$ cat config.mk
export PLATFORM = sky130hd
export DESIGN_NAME = mtrc_back
export DESIGN_NICKNAME = d
export VERILOG_FILES = /design/src/design/mtrc_pkg.sv /design/src/design/mtrc_back.sv
export SDC_FILE = /design/constraint.sdc
export NUM_CORES = 1
export LEC_CHECK = 0
export ABC_CLOCK_PERIOD_IN_PS = 5400
export BUFFER_PORTS_ARGS = -buffer_cell sky130_fd_sc_hd__buf_2
export CAP_MARGIN = 15
export CORE_MARGIN = 2
export CORE_UTILIZATION = 45
export DETAILED_ROUTE_END_ITERATION = 8
export PLACE_DENSITY = 0.73
export SYNTH_ARGS = -nofsm -noshare
export SYNTH_HDL_FRONTEND = slang
export SYNTH_SLANG_ARGS = --single-unit
$ cat constraint.sdc
create_clock -name clk -period 5.4 [get_ports clk]
set_input_delay 0.27 -clock clk [delete_from_list [all_inputs] [get_ports clk]]
set_output_delay 0.27 -clock clk [all_outputs]
set_load 0.02 [all_outputs]
$ cat src/design/mtrc_pkg.sv
package mtrc_pkg;

    localparam int QUEUE_DEPTH = 2;
    localparam int PTR_W       = $clog2(QUEUE_DEPTH);
    localparam int COUNT_W     = $clog2(QUEUE_DEPTH + 1);

    localparam int CFG_INDEX_W = 3;
    localparam int CFG_DATA_W  = 16;

    // register indexes on the configuration channel
    localparam logic [CFG_INDEX_W-1:0] REG_UNIT_ID        = 3'd0;
    localparam logic [CFG_INDEX_W-1:0] REG_FIRST_ADDRESS  = 3'd1;
    localparam logic [CFG_INDEX_W-1:0] REG_LAST_ADDRESS   = 3'd2;
    localparam logic [CFG_INDEX_W-1:0] REG_MAX_READ_COILS = 3'd3;
    localparam logic [CFG_INDEX_W-1:0] REG_MAX_READ_REGS  = 3'd4;
    localparam logic [CFG_INDEX_W-1:0] REG_MAX_WRITE_COILS = 3'd5;
    localparam logic [CFG_INDEX_W-1:0] REG_MAX_WRITE_REGS = 3'd6;

    // function codes
    localparam logic [7:0] FC_READ_COILS     = 8'h01;
    localparam logic [7:0] FC_READ_REGISTERS = 8'h03;
    localparam logic [7:0] FC_WRITE_COILS    = 8'h0F;
    localparam logic [7:0] FC_WRITE_REGS     = 8'h10;

    // header byte offsets
    localparam logic [15:0] POS_PROTO_HI = 16'd2;
    localparam logic [15:0] POS_PROTO_LO = 16'd3;
    localparam logic [15:0] POS_LEN_HI   = 16'd4;
    localparam logic [15:0] POS_LEN_LO   = 16'd5;
    localparam logic [15:0] POS_UNIT     = 16'd6;
    localparam logic [15:0] POS_FUNC     = 16'd7;
    localparam logic [15:0] POS_ADDR_HI  = 16'd8;
    localparam logic [15:0] POS_ADDR_LO  = 16'd9;
    localparam logic [15:0] POS_QTY_HI   = 16'd10;
    localparam logic [15:0] POS_QTY_LO   = 16'd11;
    localparam logic [15:0] POS_BCOUNT   = 16'd12;
    localparam logic [15:0] POS_MAX      = 16'hFFFF;

    localparam logic [15:0] MIN_FRAME    = 16'd12;
    localparam logic [15:0] MBAP_PREFIX  = 16'd6;
    localparam logic [15:0] WRITE_HEAD   = 16'd13;
    localparam logic [15:0] COIL_ROUND   = 16'd7;

    // status codes
    localparam logic [4:0] ST_OK          = 5'd0;
    localparam logic [4:0] ST_SHORT       = 5'd1;
    localparam logic [4:0] ST_PROTOCOL    = 5'd2;
    localparam logic [4:0] ST_LENGTH      = 5'd3;
    localparam logic [4:0] ST_UNIT        = 5'd4;
    localparam logic [4:0] ST_FUNCTION    = 5'd5;
    localparam logic [4:0] ST_ADDRESS     = 5'd6;
    localparam logic [4:0] ST_QTY_RC      = 5'd7;
    localparam logic [4:0] ST_QTY_RR      = 5'd8;
    localparam logic [4:0] ST_QTY_WC      = 5'd9;
    localparam logic [4:0] ST_QTY_WR      = 5'd10;
    localparam logic [4:0] ST_SPAN        = 5'd11;
    localparam logic [4:0] ST_SIZE_RC     = 5'd12;
    localparam logic [4:0] ST_SIZE_RR     = 5'd13;
    localparam logic [4:0] ST_SIZE_WC     = 5'd14;
    localparam logic [4:0] ST_BCOUNT_WC   = 5'd15;
    localparam logic [4:0] ST_SIZE_WR     = 5'd16;
    localparam logic [4:0] ST_BCOUNT_WR   = 5'd17;

    typedef struct packed {
        logic [7:0]  unit_id;
        logic [15:0] first_address;
        logic [15:0] last_address;
        logic [15:0] max_read_coils;
        logic [15:0] max_read_registers;
        logic [15:0] max_write_coils;
        logic [15:0] max_write_registers;
    } cfg_t;

    // one finished frame, as captured by the front end
    typedef struct packed {
        logic [15:0] size;
        logic [15:0] protocol_word;
        logic [15:0] length_word;
        logic [7:0]  unit_byte;
        logic [7:0]  function_byte;
        logic [15:0] address_word;
        logic [15:0] quantity_word;
        logic [7:0]  byte_count;
    } frame_t;

    // check results between the two back end stages
    typedef struct packed {
        logic        short_frame;
        logic        bad_protocol;
        logic        bad_length;
        logic        bad_unit;
        logic        bad_function;
        logic        bad_address;
        logic [4:0]  qty_code;
        logic        bad_span;
        logic [4:0]  size_code;
        logic [7:0]  function_byte;
        logic [15:0] address_word;
        logic [15:0] quantity_word;
    } checks_t;

endpackage

$ cat src/design/mtrc_back.sv
module mtrc_back (
    input  logic             clk,
    input  logic             rst_n,
    input  mtrc_pkg::cfg_t   cfg,
    input  logic             frame_valid,
    input  mtrc_pkg::frame_t frame,
    output logic             frame_pop,
    output logic             res_valid,
    input  logic             res_ready,
    output logic [4:0]       res_status,
    output logic [7:0]       res_function,
    output logic [15:0]      res_address,
    output logic [15:0]      res_quantity
);
    import mtrc_pkg::*;

    checks_t     chk_reg, chk_next;
    logic        chk_valid_reg;
    logic        out_valid_reg;
    logic [4:0]  status_reg, status_next;
    logic [7:0]  func_reg;
    logic [15:0] addr_reg, qty_reg;
    logic        a_ready, b_ready;
    logic        a_load;

    logic [15:0] qty_max;
    logic [16:0] span;
    logic [16:0] coil_sum;
    logic [13:0] coil_bytes;
    logic [16:0] reg_bytes;
    logic [16:0] coil_need;
    logic [17:0] reg_need;

    assign b_ready   = !out_valid_reg || res_ready;
    assign a_ready   = !chk_valid_reg || b_ready;
    assign frame_pop = frame_valid && a_ready;
    assign a_load    = frame_pop;

    // stage A: run every check in parallel
    always_comb
    begin
        qty_max    = '0;
        span       = {1'b0, frame.address_word} + {1'b0, frame.quantity_word};
        coil_sum   = {1'b0, frame.quantity_word} + {1'b0, COIL_ROUND};
        coil_bytes = coil_sum[16:3];
        reg_bytes  = {frame.quantity_word, 1'b0};
        coil_need  = {1'b0, WRITE_HEAD} + {3'b000, coil_bytes};
        reg_need   = {2'b00, WRITE_HEAD} + {1'b0, reg_bytes};

        chk_next.short_frame   = frame.size < MIN_FRAME;
        chk_next.bad_protocol  = frame.protocol_word != '0;
        chk_next.bad_length    = (frame.size - MBAP_PREFIX) != frame.length_word;
        chk_next.bad_unit      = frame.unit_byte != cfg.unit_id;
        chk_next.bad_address   = (frame.address_word < cfg.first_address) ||
                                 (frame.address_word > cfg.last_address);
        chk_next.bad_span      = span > {1'b0, cfg.last_address};
        chk_next.bad_function  = 1'b0;
        chk_next.qty_code      = ST_OK;
        chk_next.size_code     = ST_OK;
        chk_next.function_byte = frame.function_byte;
        chk_next.address_word  = frame.address_word;
        chk_next.quantity_word = frame.quantity_word;

        unique case (frame.function_byte)
            FC_READ_COILS:
            begin
                qty_max = cfg.max_read_coils;
                if (frame.quantity_word == '0 || frame.quantity_word > qty_max)
                    chk_next.qty_code = ST_QTY_RC;
                if (frame.size != MIN_FRAME)
                    chk_next.size_code = ST_SIZE_RC;
            end
            FC_READ_REGISTERS:
            begin
                qty_max = cfg.max_read_registers;
                if (frame.quantity_word == '0 || frame.quantity_word > qty_max)
                    chk_next.qty_code = ST_QTY_RR;
                if (frame.size != MIN_FRAME)
                    chk_next.size_code = ST_SIZE_RR;
            end
            FC_WRITE_COILS:
            begin
                qty_max = cfg.max_write_coils;
                if (frame.quantity_word == '0 || frame.quantity_word > qty_max)
                    chk_next.qty_code = ST_QTY_WC;
                if (coil_need != {1'b0, frame.size})
                    chk_next.size_code = ST_SIZE_WC;
                else if (coil_bytes != {6'd0, frame.byte_count})
                    chk_next.size_code = ST_BCOUNT_WC;
            end
            FC_WRITE_REGS:
            begin
                qty_max = cfg.max_write_registers;
                if (frame.quantity_word == '0 || frame.quantity_word > qty_max)
                    chk_next.qty_code = ST_QTY_WR;
                if (reg_need != {2'b00, frame.size})
                    chk_next.size_code = ST_SIZE_WR;
                else if (reg_bytes != {9'd0, frame.byte_count})
                    chk_next.size_code = ST_BCOUNT_WR;
            end
            default:
            begin
                chk_next.bad_function = 1'b1;
            end
        endcase
    end

    // stage B: first failing check wins
    always_comb
    begin
        if (chk_reg.short_frame)
            status_next = ST_SHORT;
        else if (chk_reg.bad_protocol)
            status_next = ST_PROTOCOL;
        else if (chk_reg.bad_length)
            status_next = ST_LENGTH;
        else if (chk_reg.bad_unit)
            status_next = ST_UNIT;
        else if (chk_reg.bad_function)
            status_next = ST_FUNCTION;
        else if (chk_reg.bad_address)
            status_next = ST_ADDRESS;
        else if (chk_reg.qty_code != ST_OK)
            status_next = chk_reg.qty_code;
        else if (chk_reg.bad_span)
            status_next = ST_SPAN;
        else
            status_next = chk_reg.size_code;
    end

    always_ff @(posedge clk or negedge rst_n)
    begin
        if (!rst_n)
        begin
            chk_valid_reg <= 1'b0;
            out_valid_reg <= 1'b0;
        end
        else
        begin
            if (a_ready)
                chk_valid_reg <= frame_valid;
            if (b_ready)
                out_valid_reg <= chk_valid_reg;
        end
    end

    always_ff @(posedge clk)
    begin
        if (a_load)
            chk_reg <= chk_next;
        if (b_ready && chk_valid_reg)
        begin
            status_reg <= status_next;
            func_reg   <= chk_reg.function_byte;
            addr_reg   <= chk_reg.address_word;
            qty_reg    <= chk_reg.quantity_word;
        end
    end

    assign res_valid    = out_valid_reg;
    assign res_status   = status_reg;
    assign res_function = func_reg;
    assign res_address  = addr_reg;
    assign res_quantity = qty_reg;

    a_chk_holds: assert property (@(posedge clk) disable iff (!rst_n)
        (chk_valid_reg && !b_ready) |=> (chk_valid_reg && $stable(chk_reg)))
        else $error("stage A lost its frame while stalled");

    a_pop_only_when_free: assert property (@(posedge clk) disable iff (!rst_n)
        frame_pop |-> (!chk_valid_reg || b_ready))
        else $error("frame popped into an occupied stage");

    a_func_fail_consistent: assert property (@(posedge clk) disable iff (!rst_n)
        (chk_valid_reg && chk_reg.bad_function) |->
        (chk_reg.qty_code == ST_OK && chk_reg.size_code == ST_OK))
        else $error("quantity or size code set for an unknown function");

endmodule

==> flow_summary_export.csv, run 1 <==
group,metric,value,unit
floorplan,fp.dieArea,21500,µm²
clock_tree,worstSkewPairLatency,0.36,ns
timing,period_minus_slack,4.06,ns
timing,slew_violations,0,
synth,yosysSeqAreaShare,0.333,
synth,synth_area_leaders,"edfxtp_1, ha_1, xnor2_1, inv_1, xor2_1",
power,total_power,2.31,mW
synth,synth_top_family_by_area,"adder cells",
detailed_routing,ant_nets,0,
setup_path,reg2reg_slack,3.64,ns
place,finalWeightedCongestion,0.921,
finish,largest_reg_flops,55,
global_routing,grt_max_degree,57,
clock_tree,numCtsBuffers,9,
finish,area_growth,19.9,%
synth,synth-compound-area-share,0.152,
detailed_routing,viasPerCell,5.53,
place,port_buffers,258,
timing,setup_slack,1.34,ns
synth,ys_ff_latch,102,
timing,max_freq,0.246,GHz
timing,period_share,0.753,
power,p_leak,5.02,nW
timing,maxSlewHeadroom,0.273,
timing,hold_violations,0,
place,dp_cells,1459,
place,dpl_cell_area,10700,µm²
setup_path,crit_path_start_kind,"input port",
place,post-place-ws,1.02,ns
detailed_routing,top_layer,"met4",
setup_path,cp.required,5.51,ns
flow_run,maxCapViolCount,0,
synth,synth_xor_area_frac,0.105,
power,p_per_area,210,nW/µm²
timing,fin_setup_tns,0,ns
synth,synthesis.area,9170,µm²
detailed_routing,dr_wl_met2,12.9,mm
run_status,outcome,"completed",
detailed_routing,drt_wl_total,27.4,mm
synth,syn_avg_cell_area,9.59,µm²
finish,instances_no_fill,1479,
finish,finish.instance_area,11000,µm²
clock_tree,cts.sinks,102,
synth,yosys.cell_types.count,74,
synth,async_reset_ff_frac,0.0196,
global_routing,grt_util_all_layers,0.254,
floorplan,fp-row-count,52,
timing,worst_slew_pin_slew,1.09,ns
setup_path,worstPathMaxFanout,17,
timing,holdWs,0.0994,ns
finish,fin_util,0.547,
synth,synth_simple_gate_area_share,0.165,
timing,rsz0062_at_grt,"no",
detailed_routing,met3_wirelength,1.74,mm
hold_path,hp-class,"input port to flop",
detailed_routing,drtIter0Drc,683,
finish,drive_gt1_frac,0.247,
floorplan,coreArea,20100,µm²
global_routing,grt_first_pass_wirelength,42.9,mm
timing,finalSetupViolations,0,
clock_tree,cts.root.buffer_cell,"clkbuf_16",
setup_path,r2r-end,"res_quantity[1]",
hold_path,hp-start,"frame[46]",
global_routing,antenna_found_initial,3,
detailed_routing,drt-met1-wl,12.0,mm
setup_path,critPathCaptureType,"flop",
detailed_routing,drc_errors,0,
synth,synth_warnings,0,
synth,synth.net_count,1299,
synth,synth_top_cell_area_share,0.328,
setup_path,rr_worst_depth,2,
clock_tree,htree_levels,3,
clock_tree,cts_tree,"built",
finish,nNetsFinal,1544,
setup_path,critPathArrivalTime,4.18,ns
place,dp_hpwl,21.3,mm
detailed_routing,wire_per_inst,18.6,µm
setup_path,critPathKind,"input port to flop",
floorplan,ios,259,
detailed_routing,vias,8176,
clock_tree,cts_resized,0,
synth,muxShareOfSynthArea,0.00601,
global_routing,grt-ovfl-total,0,
synth,synth_cells,956,
power,peakVddDrop,131,µV
setup_path,r2r_start,"res_valid",
timing,skew,0.0106,ns
synth,synthAdderAreaFrac,0.180,
global_routing,grt_pass1_vias,8070,
synth,synth_flop_cell,"edfxtp_1",
floorplan,die_x,147,µm
hold_path,holdPathEnd,"chk_reg[38]",
floorplan,die_h,147,µm
clock_tree,clock_path_buffers,2,
floorplan,initial_core_util,0.456,
hold_path,hold_depth,1,
synth,synth_top_area_cell,"edfxtp_1",
synth,synth_edf_count,100,
clock_tree,path_clk_slew,0.08,ns
detailed_routing,drt_pre_antenna_iters,5,
[cells by family (layout without fill, tap and decap cells)]
kind of cell | count (synthesis) | count (layout)
and+or+nand+nor | 276 | 276
AOI/OAI and AO/OA | 199 | 199
buffers and inverters | 134 | 384
adders and majority gates | 131 | 131
xor gates and xnor gates | 110 | 110
DFF | 102 | 102
muxes | 4 | 4
other | 0 | 3
[worst max-delay path: stages]
cell and delay (ns):
buf_2 0.23, inv_1 0.10, ha_1 0.30, nor2b_2 0.50
xnor2_1 0.29, ha_1 0.29, nand3b_1 0.12, nor4_1 0.06
a311o_1 0.51, or3_1 0.44, o311ai_1 0.24, a21oi_1 0.12
o21ai_2 0.16, nand4_2 0.15, a221o_1 0.39
[where the power goes]
group,switching (mW),internal (mW)
registers,0.0157,0.933
logic,0.421,0.300
clock network,0.318,0.323
[timing repair]
| action | CTS | global route |
|---|---|---|
| hold buffers | 1 | 0 |
| setup buffers | 0 | 0 |
| hold endpoints to repair | 2 | 0 |
[area by class of cell]
class / count / area [µm²]
Fill cell: 1874 / 9110
Multi-Input combinational cell: 720 / 5590
Sequential cell: 102 / 3050
Timing Repair Buffer: 260 / 1310
Inverter: 108 / 405
Tap cell: 270 / 338
Clock buffer: 9 / 225
Clock inverter: 7 / 66.3
Antenna cell: 3 / 7.51
[how the worst max path moves through the flow]
stage                   start           to  cells past startpoint
CTS                  frame[9]  chk_reg[43]                     15
finish               frame[9]  chk_reg[43]                     15
floorplan           res_valid   chk_reg[0]                      2
global route        frame[10]  chk_reg[43]                     15
detailed placement   frame[9]  chk_reg[43]                     15
global placement     frame[9]  chk_reg[43]                     15
[cell usage after synthesis, drive strengths merged, types with 4 or more instances]
cell	n
o21a	30
nand3	22
nand2	51
o21ai	33
xnor2	65
xor2	45
a21oi	43
o31ai	7
and3	7
a31oi	7
o211ai	5
edfxtp	100
clkbuf	14
nand2b	13
a211o	4
or3	12
a2111oi	6
or4	4
o21bai	6
nand4	30
o2111ai	4
ha	130
nor4	32
buf	12
a21o	28
o221ai	4
nor2b	16
inv	108
nor3	26
nor2	45
[cell usage in the layout, fill, tap and decap left out, types with 31 or more instances in the layout]
| cell type | count |
|---|---|
| ha_1 | 130 |
| edfxtp_1 | 100 |
| a21oi_1 | 43 |
| nand2_1 | 50 |
| inv_1 | 108 |
| nor2_1 | 44 |
| xor2_1 | 45 |
| buf_2 | 258 |
| nor4_1 | 31 |
| xnor2_1 | 65 |
[routing by layer]
layer  track usage  vias to the layer above
li1              -                     4005
met1         0.340                     3810
met2         0.424                      306
met3        0.0348                       55
met4        0.0888                        0
met5             0                        -
(Power assumes the default switching activity.)
==> run 2, diff against run 1 <==
- ABC_AREA: not set -> 1
- ABC_CLOCK_PERIOD_IN_PS: 5400 -> 4150
- PLACE_DENSITY: 0.73 -> 0.7
- clock period: 5.4 -> 4.15 ns (I/O delays scaled with it)
==> flow_summary_export.csv, run 2 <==
group,metric,value,unit
detailed_routing,drtIter0Drc,610,
synth,syn_avg_cell_area,7.91,µm²
synth,synth_cells,1179,
clock_tree,cts.root.buffer_cell,"clkbuf_16",
synth,synth_warnings,0,
clock_tree,worstSkewPairLatency,0.35,ns
clock_tree,htree_levels,3,
timing,rsz0062_at_grt,"no",
setup_path,path_cells,"buf_2, ha_1, a21oi_1, nand2_1, nand2_1, nand2_1, a21boi_0, o21ai_0, a21boi_0, o21ai_0, xor2_1, ha_1, nand4_1, nor4_1, nand2_1, nand2_1, inv_1",
global_routing,grt_util_met2,0.420,
setup_path,cp.required,4.26,ns
place,dpl_cell_area,11000,µm²
global_routing,grt_pass1_vias,8447,
timing,finalSetupViolations,0,
finish,layout_common_cells,"buf_2, nand2_1, inv_1, ha_1, edfxtp_1",
synth,synth_area_leaders,"edfxtp_1, ha_1, nand2_1, inv_1, xor2_1",
timing,setup_slack,0.798,ns
synth,synth_commonest_cells,"nand2_1, inv_1, ha_1",
timing,skew,0.00814,ns
setup_path,r2r_start,"res_valid",
floorplan,initial_core_util,0.459,
hold_path,hp-start,"frame[47]",
timing,worst_slew_pin_slew,0.951,ns
floorplan,fp.dieArea,21900,µm²
synth,synth_edf_count,100,
global_routing,busiest_layer,"met2",
hold_path,hp-class,"input port to flop",
global_routing,grt_use_met1,0.346,
synth,yosys.cell_types.count,47,
setup_path,crit_start,"frame[10]",
floorplan,die_x,148,µm
synth,async_reset_ff_frac,0.0196,
synth,synth.net_count,1522,
place,dp_cells,1708,
clock_tree,cts.sinks,102,
floorplan,coreArea,20300,µm²
timing,slew_violations,0,
setup_path,cpMostUsedCell,"nand2_1",
setup_path,path_delay_family,"compound AO/OA/AOI/OAI gates",
power,total_power,3.15,mW
synth,synthesis.area,9330,µm²
setup_path,worst-path-buf-inv,2,
setup_path,crit_path_start_kind,"input port",
detailed_routing,drc_errors,0,
setup_path,critPathKind,"input port to flop",
detailed_routing,drt_pre_antenna_iters,5,
detailed_routing,wire_per_inst,15.9,µm
finish,fin_util,0.558,
setup_path,critPathCaptureType,"flop",
finish,area_growth,21.5,%
global_routing,met3_usage,0.0253,
finish,nNetsFinal,1793,
finish,drive_gt1_frac,0.213,
clock_tree,cts_resized,0,
detailed_routing,viasPerCell,5.14,
flow_run,maxCapViolCount,0,
detailed_routing,vias,8878,
setup_path,worstPathMaxFanout,12,
timing,fin_setup_tns,0,ns
detailed_routing,ant_nets,0,
place,finalWeightedCongestion,0.964,
synth,synth_top_area_cell,"edfxtp_1",
timing,holdWs,0.0617,ns
timing,maxSlewHeadroom,0.360,
clock_tree,path_clk_slew,0.07,ns
finish,instances_no_fill,1726,
place,port_buffers,258,
clock_tree,numCtsBuffers,9,
place,post-place-ws,0.561,ns
floorplan,ios,259,
detailed_routing,drt_wl_total,27.5,mm
floorplan,fp-row-count,52,
power,peakVddDrop,201,µV
finish,finish.instance_area,11300,µm²
synth,synth_top_cell_area_share,0.322,
synth,yosysSeqAreaShare,0.327,
timing,max_freq,0.298,GHz
synth,synth_flop_cell,"edfxtp_1",
setup_path,max_stage_delay,0.36,ns
timing,period_share,0.808,
synth,ys_ff_latch,102,
power,p_leak,5.78,nW
synth,yosysMostFrequentCell,"nand2_1",
timing,period_minus_slack,3.35,ns
global_routing,grt-ovfl-total,0,
finish,final_common_cell,"buf_2",
global_routing,grt_max_degree,46,
floorplan,die_h,148,µm
run_status,outcome,"completed",
setup_path,crit_slowest_cell,"a21boi_0",
global_routing,antenna_found_initial,1,
power,p_per_area,278,nW/µm²
timing,hold_violations,0,
setup_path,critPathArrivalTime,3.46,ns
place,dp_hpwl,23.0,mm
clock_tree,clock_path_buffers,2,
global_routing,grt_first_pass_wirelength,43.1,mm
finish,largest_reg_flops,55,
clock_tree,cts_tree,"built",
global_routing,grt_util_all_layers,0.250,
run 2: cell types whose count changed after synthesis, moves of 15 or more:
cell / previous run / this run
nor2b_1: 15 / 0
inv_1: 108 / 204
nand3_1: 22 / 70
xnor2_1: 65 / 25
nand2_1: 50 / 235
o21a_1: 30 / 5
a21oi_1: 43 / 66
a21o_1: 28 / 2
nor2_1: 44 / 99
run 2: repair_timing:
action,CTS,global route
setup buffers,0,0
hold buffers,1,0
hold endpoints to repair,2,0
run 2: final cells by class:
class / count / area, µm²
Tap cell: 270 / 338
Multi-Input combinational cell: 863 / 5470
Inverter: 206 / 773
Clock inverter: 7 / 98.8
Timing Repair Buffer: 268 / 1370
Clock buffer: 9 / 225
Fill cell: 1912 / 8970
Antenna cell: 1 / 2.50
Sequential cell: 102 / 3050
run 2: cells by family (layout without fill, tap and decap cells):
family	Yosys count	after routing	synth area share
AND/OR/NAND/NOR	506	506	0.243
buffers and inverters	214	490	0.0869
AO/OA/AOI/OAI	151	151	0.0958
adder cells (fa/ha/maj)	131	131	0.177
flip-flops	102	102	0.327
XOR/XNOR	75	75	0.0704
other	0	1	0
run 2: path summary, 6_finish.rpt:
path                                        end  slack (ns)  cells after the start
max in group asynchronous         chk_valid_reg        3.88                      2
worst max-delay path                chk_reg[45]        0.80                     17
min in group asynchronous             res_valid        0.17                      2
worst max register to register      chk_reg[49]        2.15                      4
worst min register to register  res_address[14]        0.42                      0
worst min-delay path                chk_reg[39]        0.06                      1
run 2: power by group:
| group | switching (mW) | total, mW | internal, mW |
|---|---|---|---|
| Sequential | 0.0260 | 1.26 | 1.24 |
| Combinational | 0.615 | 0.986 | 0.372 |
| Clock | 0.412 | 0.901 | 0.490 |
| Total | 1.05 | 3.15 | 2.10 |
run 2: per-layer routing:
layer  vias to the layer above  wire [µm]  share of wire
met1                      3981      12400           0.45
met3                        36       1830          0.067
li1                       4546          -              -
met2                       315      12700           0.46
met5                         -          0              0
met4                         0        527          0.019
